===== src/sv/pcmix_pkg.sv =====
// ----------------------------------------------------------------------------
// pcmix_pkg
// Shared types and constants of the indexed-color mixer.
// ----------------------------------------------------------------------------
package pcmix_pkg;

  localparam int unsigned ChW      = 5;              // RGB555 channel width
  localparam int unsigned RgbW     = 3 * ChW;        // packed RGB555 word
  localparam int unsigned InvAw    = 15;             // inverse table address bits
  localparam int unsigned IdxW     = 8;              // palette index field width

  localparam logic [1:0] REQ_PAL_WR = 2'd0;
  localparam logic [1:0] REQ_INV_WR = 2'd1;
  localparam logic [1:0] REQ_MIX    = 2'd2;

  typedef struct packed {
    logic [1:0]  req_type;
    logic [14:0] entry_index;
    logic [7:0]  raw_red;
    logic [7:0]  raw_green;
    logic [7:0]  raw_blue;
    logic [7:0]  table_value;
    logic [7:0]  color_a;
    logic [7:0]  color_b;
  } pcmix_req_t;

  typedef struct packed {
    logic [7:0] add_color;
    logic [7:0] mul_color;
  } pcmix_res_t;

  // palette write port
  typedef struct packed {
    logic            we;
    logic [IdxW-1:0] addr;
    logic [RgbW-1:0] rgb;
    logic            mapped;
  } pcmix_pal_wr_t;

  // palette read request (two addresses, one enable)
  typedef struct packed {
    logic            re;
    logic [IdxW-1:0] addr_a;
    logic [IdxW-1:0] addr_b;
  } pcmix_pal_rd_t;

endpackage


===== src/sv/pcmix_palette_mem.sv =====
// ----------------------------------------------------------------------------
// pcmix_palette_mem
// Palette store: RGB555 words in a two-read memory plus per-entry mapped
// flags that reset clears. Read data and flags are registered.
// ----------------------------------------------------------------------------
module pcmix_palette_mem
  import pcmix_pkg::*;
#(
  parameter int unsigned PALETTE_ENTRIES = 256
) (
  input  logic            clk_i,
  input  logic            rst_ni,
  input  pcmix_pal_wr_t   wr_i,
  input  pcmix_pal_rd_t   rd_i,
  output logic [RgbW-1:0] rgb_a_o,
  output logic [RgbW-1:0] rgb_b_o,
  output logic            mapped_a_o,
  output logic            mapped_b_o
);

  localparam int unsigned PalAw = $clog2(PALETTE_ENTRIES);

  logic [RgbW-1:0]            mem_q [PALETTE_ENTRIES];
  logic [PALETTE_ENTRIES-1:0] mapped_q;

  logic [PalAw-1:0] waddr;
  logic [PalAw-1:0] raddr_a;
  logic [PalAw-1:0] raddr_b;

  assign waddr   = wr_i.addr[PalAw-1:0];
  assign raddr_a = rd_i.addr_a[PalAw-1:0];
  assign raddr_b = rd_i.addr_b[PalAw-1:0];

  always_ff @(posedge clk_i) begin
    if (wr_i.we) begin
      mem_q[waddr] <= wr_i.rgb;
    end
    if (rd_i.re) begin
      rgb_a_o <= mem_q[raddr_a];
      rgb_b_o <= mem_q[raddr_b];
    end
  end

  always_ff @(posedge clk_i or negedge rst_ni) begin
    if (!rst_ni) begin
      mapped_q   <= '0;
      mapped_a_o <= 1'b0;
      mapped_b_o <= 1'b0;
    end else begin
      if (wr_i.we) begin
        mapped_q[waddr] <= wr_i.mapped;
      end
      if (rd_i.re) begin
        mapped_a_o <= mapped_q[raddr_a];
        mapped_b_o <= mapped_q[raddr_b];
      end
    end
  end

endmodule


===== config.mk =====
export PLATFORM = sky130hd
export DESIGN_NAME = pcmix_palette_mem
export DESIGN_NICKNAME = d
export VERILOG_FILES = /design/src/sv/pcmix_pkg.sv /design/src/sv/pcmix_palette_mem.sv
export SDC_FILE = /design/constraint.sdc
export NUM_CORES = 2
export LEC_CHECK = 0
export ABC_CLOCK_PERIOD_IN_PS = 2850
export BUFFER_PORTS_ARGS = -buffer_cell sky130_fd_sc_hd__buf_4
export CAP_MARGIN = 20
export CORE_MARGIN = 5
export CORE_UTILIZATION = 34
export CTS_BUF_LIST = sky130_fd_sc_hd__clkbuf_16
export DETAILED_ROUTE_END_ITERATION = 7
export HOLD_SLACK_MARGIN = 0.02
export PLACE_DENSITY_LB_ADDON = 0.12
export SLEW_MARGIN = 10
export SYNTH_ARGS = -nofsm -noshare
export SYNTH_HDL_FRONTEND = slang
export SYNTH_SLANG_ARGS = --single-unit

===== constraint.sdc =====
create_clock -name clk_i -period 2.85 [get_ports clk_i]
set_input_delay 0.1425 -clock clk_i [delete_from_list [all_inputs] [get_ports clk_i]]
set_output_delay 0.1425 -clock clk_i [all_outputs]
set_load 0.005 [all_outputs]

Yosys cells after proc, flatten, opt, wreduce, memory -nomap -nowiden
Memory sizes are Yosys's and may differ from the RTL's. A register that Yosys moved wholly into a read port is not among the register bits. Cells that the tools add are included.

Output and inout port bits: 32. Bits in writable memories: 3840. Input port bits: 44. Flip-flop bits (word level): 258. Memories kept: 1. Logic and storage cells: 18.

Reductions and logical operators: 1. Magnitude comparators: 4. Mux-type cells: 9.

Memory list: mem_q (words 256, bits a word 15, rd ports 2, clocked after Yosys merged registers in 2, wr ports 1, RTL line pcmix_palette_mem.sv:23) `logic [RgbW-1:0] mem_q [PALETTE_ENTRIES];`.

Operators by type and width (number): bitwise mux 256 bit (1); less-than comparator 8 x 9 -> 1 bit, second input constant (3); binary-select mux 1 bit (select 8 bit) (2); demux 1 bit (select 8 bit) (1); >= comparator 8 x 1 -> 1 bit, second input constant (1); 2-to-1 mux 1 bit (5); logical AND 1 bit (1).

Logic depth before layout (Yosys ltp)
Depth in word-level cells: 5. Depth in mapped cells: 12. Mapped depth without buffers: 7.

Least setup slack after synthesis
No wires, ideal clock.

Path type: input to register. Start point: input rd_i[8] in the netlist's numbering. End point: register rgb_a_o[0], read port of mem_q, data pin. Arrival: 2494 ps. Setup time: 267 ps. Buffers on the path: 4. Stages on the path: 9. Slack: 89 ps. Required time: 2583 ps. Cell sequence: buf_4 -> buf_2 -> buf_2 -> buf_1 -> mux4_2 -> a221oi_1 -> o22ai_1 -> o21ai_0 -> nand4_1.

RTL lines: start: declaration (RTL line pcmix_palette_mem.sv:14) `input pcmix_pal_rd_t rd_i,`; end: declaration (RTL line pcmix_palette_mem.sv:15) `output logic [RgbW-1:0] rgb_a_o,`.

==> metrics <==
status=finished, violations left; violations in the final reports=negative setup slack; Seq cells post-synth=4,128; starting density of the core=around a third; number of synthesized flops with an enable pin=3,870; share of cells above drive strength 1=45.7%; Clock Pin Slew Worst Setup and Hold Paths=0.07 ns; Routability Congestion=0.907; hold depth=2; Post-synth ARST share=6.25%; Core Util, Final=41.3%; reg2reg path depth=8; Slew HR=roughly a third; Clock Skew=0.0977 ns; largest net degree at the start of global routing=108; Synthesis Warnings=0; Crit Path Max Fanout=2; fmax=349 MHz; final std cells w/o fill=18,300; area of the multi-input gates=0.0635 mm²; endpoints failing setup=1; core area=approximately 0.55 mm²; final WL=716,000 µm; initial antenna violation count=70; CP Launch Type=flip-flop; WL/cell=39.1 µm; Post-Syn Area=0.188 mm²; Cell Pwr Density=~600 mW/mm²; clk sinks=4,128; period utilization=101%; clk_lat worst skew=1.08 ns; vias in the first global route=118,000; Via density=between 6 and 7; Top FF cell, synth=edfxtp_1; Routed Antenna Nets=0; DRC errors left=0; Boundary Pins=76; total grt overflow=0; crit end category=flip-flop; first-pass GRT wire length=984,000 µm; Slew Viols, Final=0; Reg area=0.123 mm²; sequential share of the synthesized area=65.1%; Die H=754 µm; design area=0.228 mm²; Mean Syn Cell Area=about 21 µm²; Lkg Pwr=around 75 nW; CTS root buf=clkbuf_16; HPWL after DPL=roughly 490,000 µm; Tmin final=2.87 ns; Placed Instance Area=0.212 mm²; All-Layer GR Usage=around a quarter; Fill cells=slightly below 50,000; # rows=273; CTS tree=yes; port bufs=between 70 and 80; Nets=10,600; die area=roughly 0.57 mm²; Crit path arrival time=3.67 ns; Worst Tran Pin Value=1.02 ns; final worst setup slack=-0.0177 ns; Die W=754 µm; Final Hold Fails=0; Netlist cell types=49; Setup CP Type=reg -> reg; Setup Buffers After CTS=0; synthesis-to-layout area growth=21.2%; H-tree depth=5; clock buffer depth=4; Req. time, crit path=3.65 ns; Syn Nets=around 9,000; vias=~110k; post-synthesis cell count=9,170; # Max-Cap Violations=0; Peak VDD IR=542 µV; path type of the worst min-delay path=in -> reg; RSZ-0062 raised after global routing=no; drt initial violations=13,400; DRT Pass-1 Iters=6; DP Cell Count=17,400; CTS Buf Count=between 400 and 500
==> critical path: stages, from the launching register on <==
cell,delay [ns]
edfxtp_1,0.38
mux4_2,0.49
a22o_1,0.27
a221oi_1,0.25
buf_4,0.20
o22ai_1,0.21
o21ai_1,0.50
buf_4,0.24
nand4_1,0.09
==> sequential cells by signal, summed over array words and instances, names as in the netlist <==
signal / count
mem_q: 3840
mapped_q: 256
rgb_a_o: 15
rgb_b_o: 15
mapped_a_o: 1
mapped_b_o: 1
==> layout by cell type (no fill, tap or decap), drive strengths merged, types with 66 or more instances in the layout <==
master,count
clkinv,225
mux4,2022
nor2,278
edfxtp,3870
buf,1742
mux2i,66
mux2,267
o21ai,125
a22o,481
a221oi,480
dfrtp,258
clkbuf,468
inv,115
o22ai,251
==> timing repair <==
item | CTS | global route
resized for setup | 95 | 29
hold buffers | 48 | 0
pin swaps | 3 | 2
hold endpoints to repair | 4431 | 0
setup endpoints to repair | 25 | 19
==> final cells by class <==
class                      count  area share, %
clock inverter               395           1.58
antenna                       21         0.0230
timing repair buffer        1791           7.76
tap                         7287           3.99
sequential                  4128           53.7
clock buffer                 467           5.12
multi-input combinational   4212           27.8
inverter                       9         0.0148
==> routing by layer <==
layer	vias up	part of all wire, %	track usage, %
met5	-	0.040	0
met4	40	4.4	9.23
met3	1119	7.4	4.14
met2	4966	48	40.0
met1	62000	40	33.4
li1	44000	-	-
==> report_power, final <==
part,switching (mW),internal (mW)
clock,25.8,34.5
sequential,0.386,66.7
combinational,7.90,5.85
total,34.1,107
==> metrics by stage <==
stage / hold WS [ns] / worst slack [ns] / setup TNS (ns) / power, mW
2_1_floorplan: -0.153 / 0.0885 / 0 / 74.2
3_3_place_gp: 0.231 / -1.56 / -30.81 / 81.8
3_5_place_dp: 0.254 / -1.38 / -30.21 / 81.9
4_1_cts: 0.0205 / 0.00330 / 0 / 142
5_1_grt: 0.0781 / 0.00309 / 0 / 145
6_report: 0.110 / -0.0177 / -0.0177 / 141
==> path summary, 6_finish.rpt <==
kind / startpoint / end / slack (ns)
setup / recovery: mem_q[51][3] / rgb_a_o[3] / -0.02
hold / removal: wr_i[15] / mem_q[31][14] / 0.11
setup reg to reg: mem_q[51][3] / rgb_a_o[3] / -0.02
hold reg to reg: mapped_q[224] / mapped_q[224] / 0.53
max in group asynchronous: rst_ni / mapped_q[53] / 1.29
min in group asynchronous: rst_ni / mapped_q[161] / 0.57
==> kinds of logic (layout without fill, tap and decap cells) <==
family,Yosys count,in the layout,share of synthesized area (%)
muxes,2355,2355,26.1
and+or+nand+nor,452,452,1.05
AOI/OAI and AO/OA,1405,1405,5.92
other,0,21,0
DFF,4128,4128,65.1
buffers and inverters,830,2662,1.81
==> synthesized netlist by cell type, drive strengths merged, types with 10 or more instances <==
cell type / number / area share, %
edfxtp: 3870 / 62
mux2: 267 / 1.6
o221ai: 20 / 0.093
mux4: 2022 / 24
clkbuf: 465 / 0.93
nand4: 40 / 0.13
nor2b: 14 / 0.046
buf: 356 / 0.86
a221oi: 480 / 2.2
mux2i: 66 / 0.35
o22ai: 251 / 0.83
a21oi: 10 / 0.027
dfrtp: 258 / 3.4
o21ai: 125 / 0.33
a22o: 481 / 2.2
nor2: 278 / 0.55
nand3: 32 / 0.085
nand2: 48 / 0.096
Power figures use the tool's default switching activity.
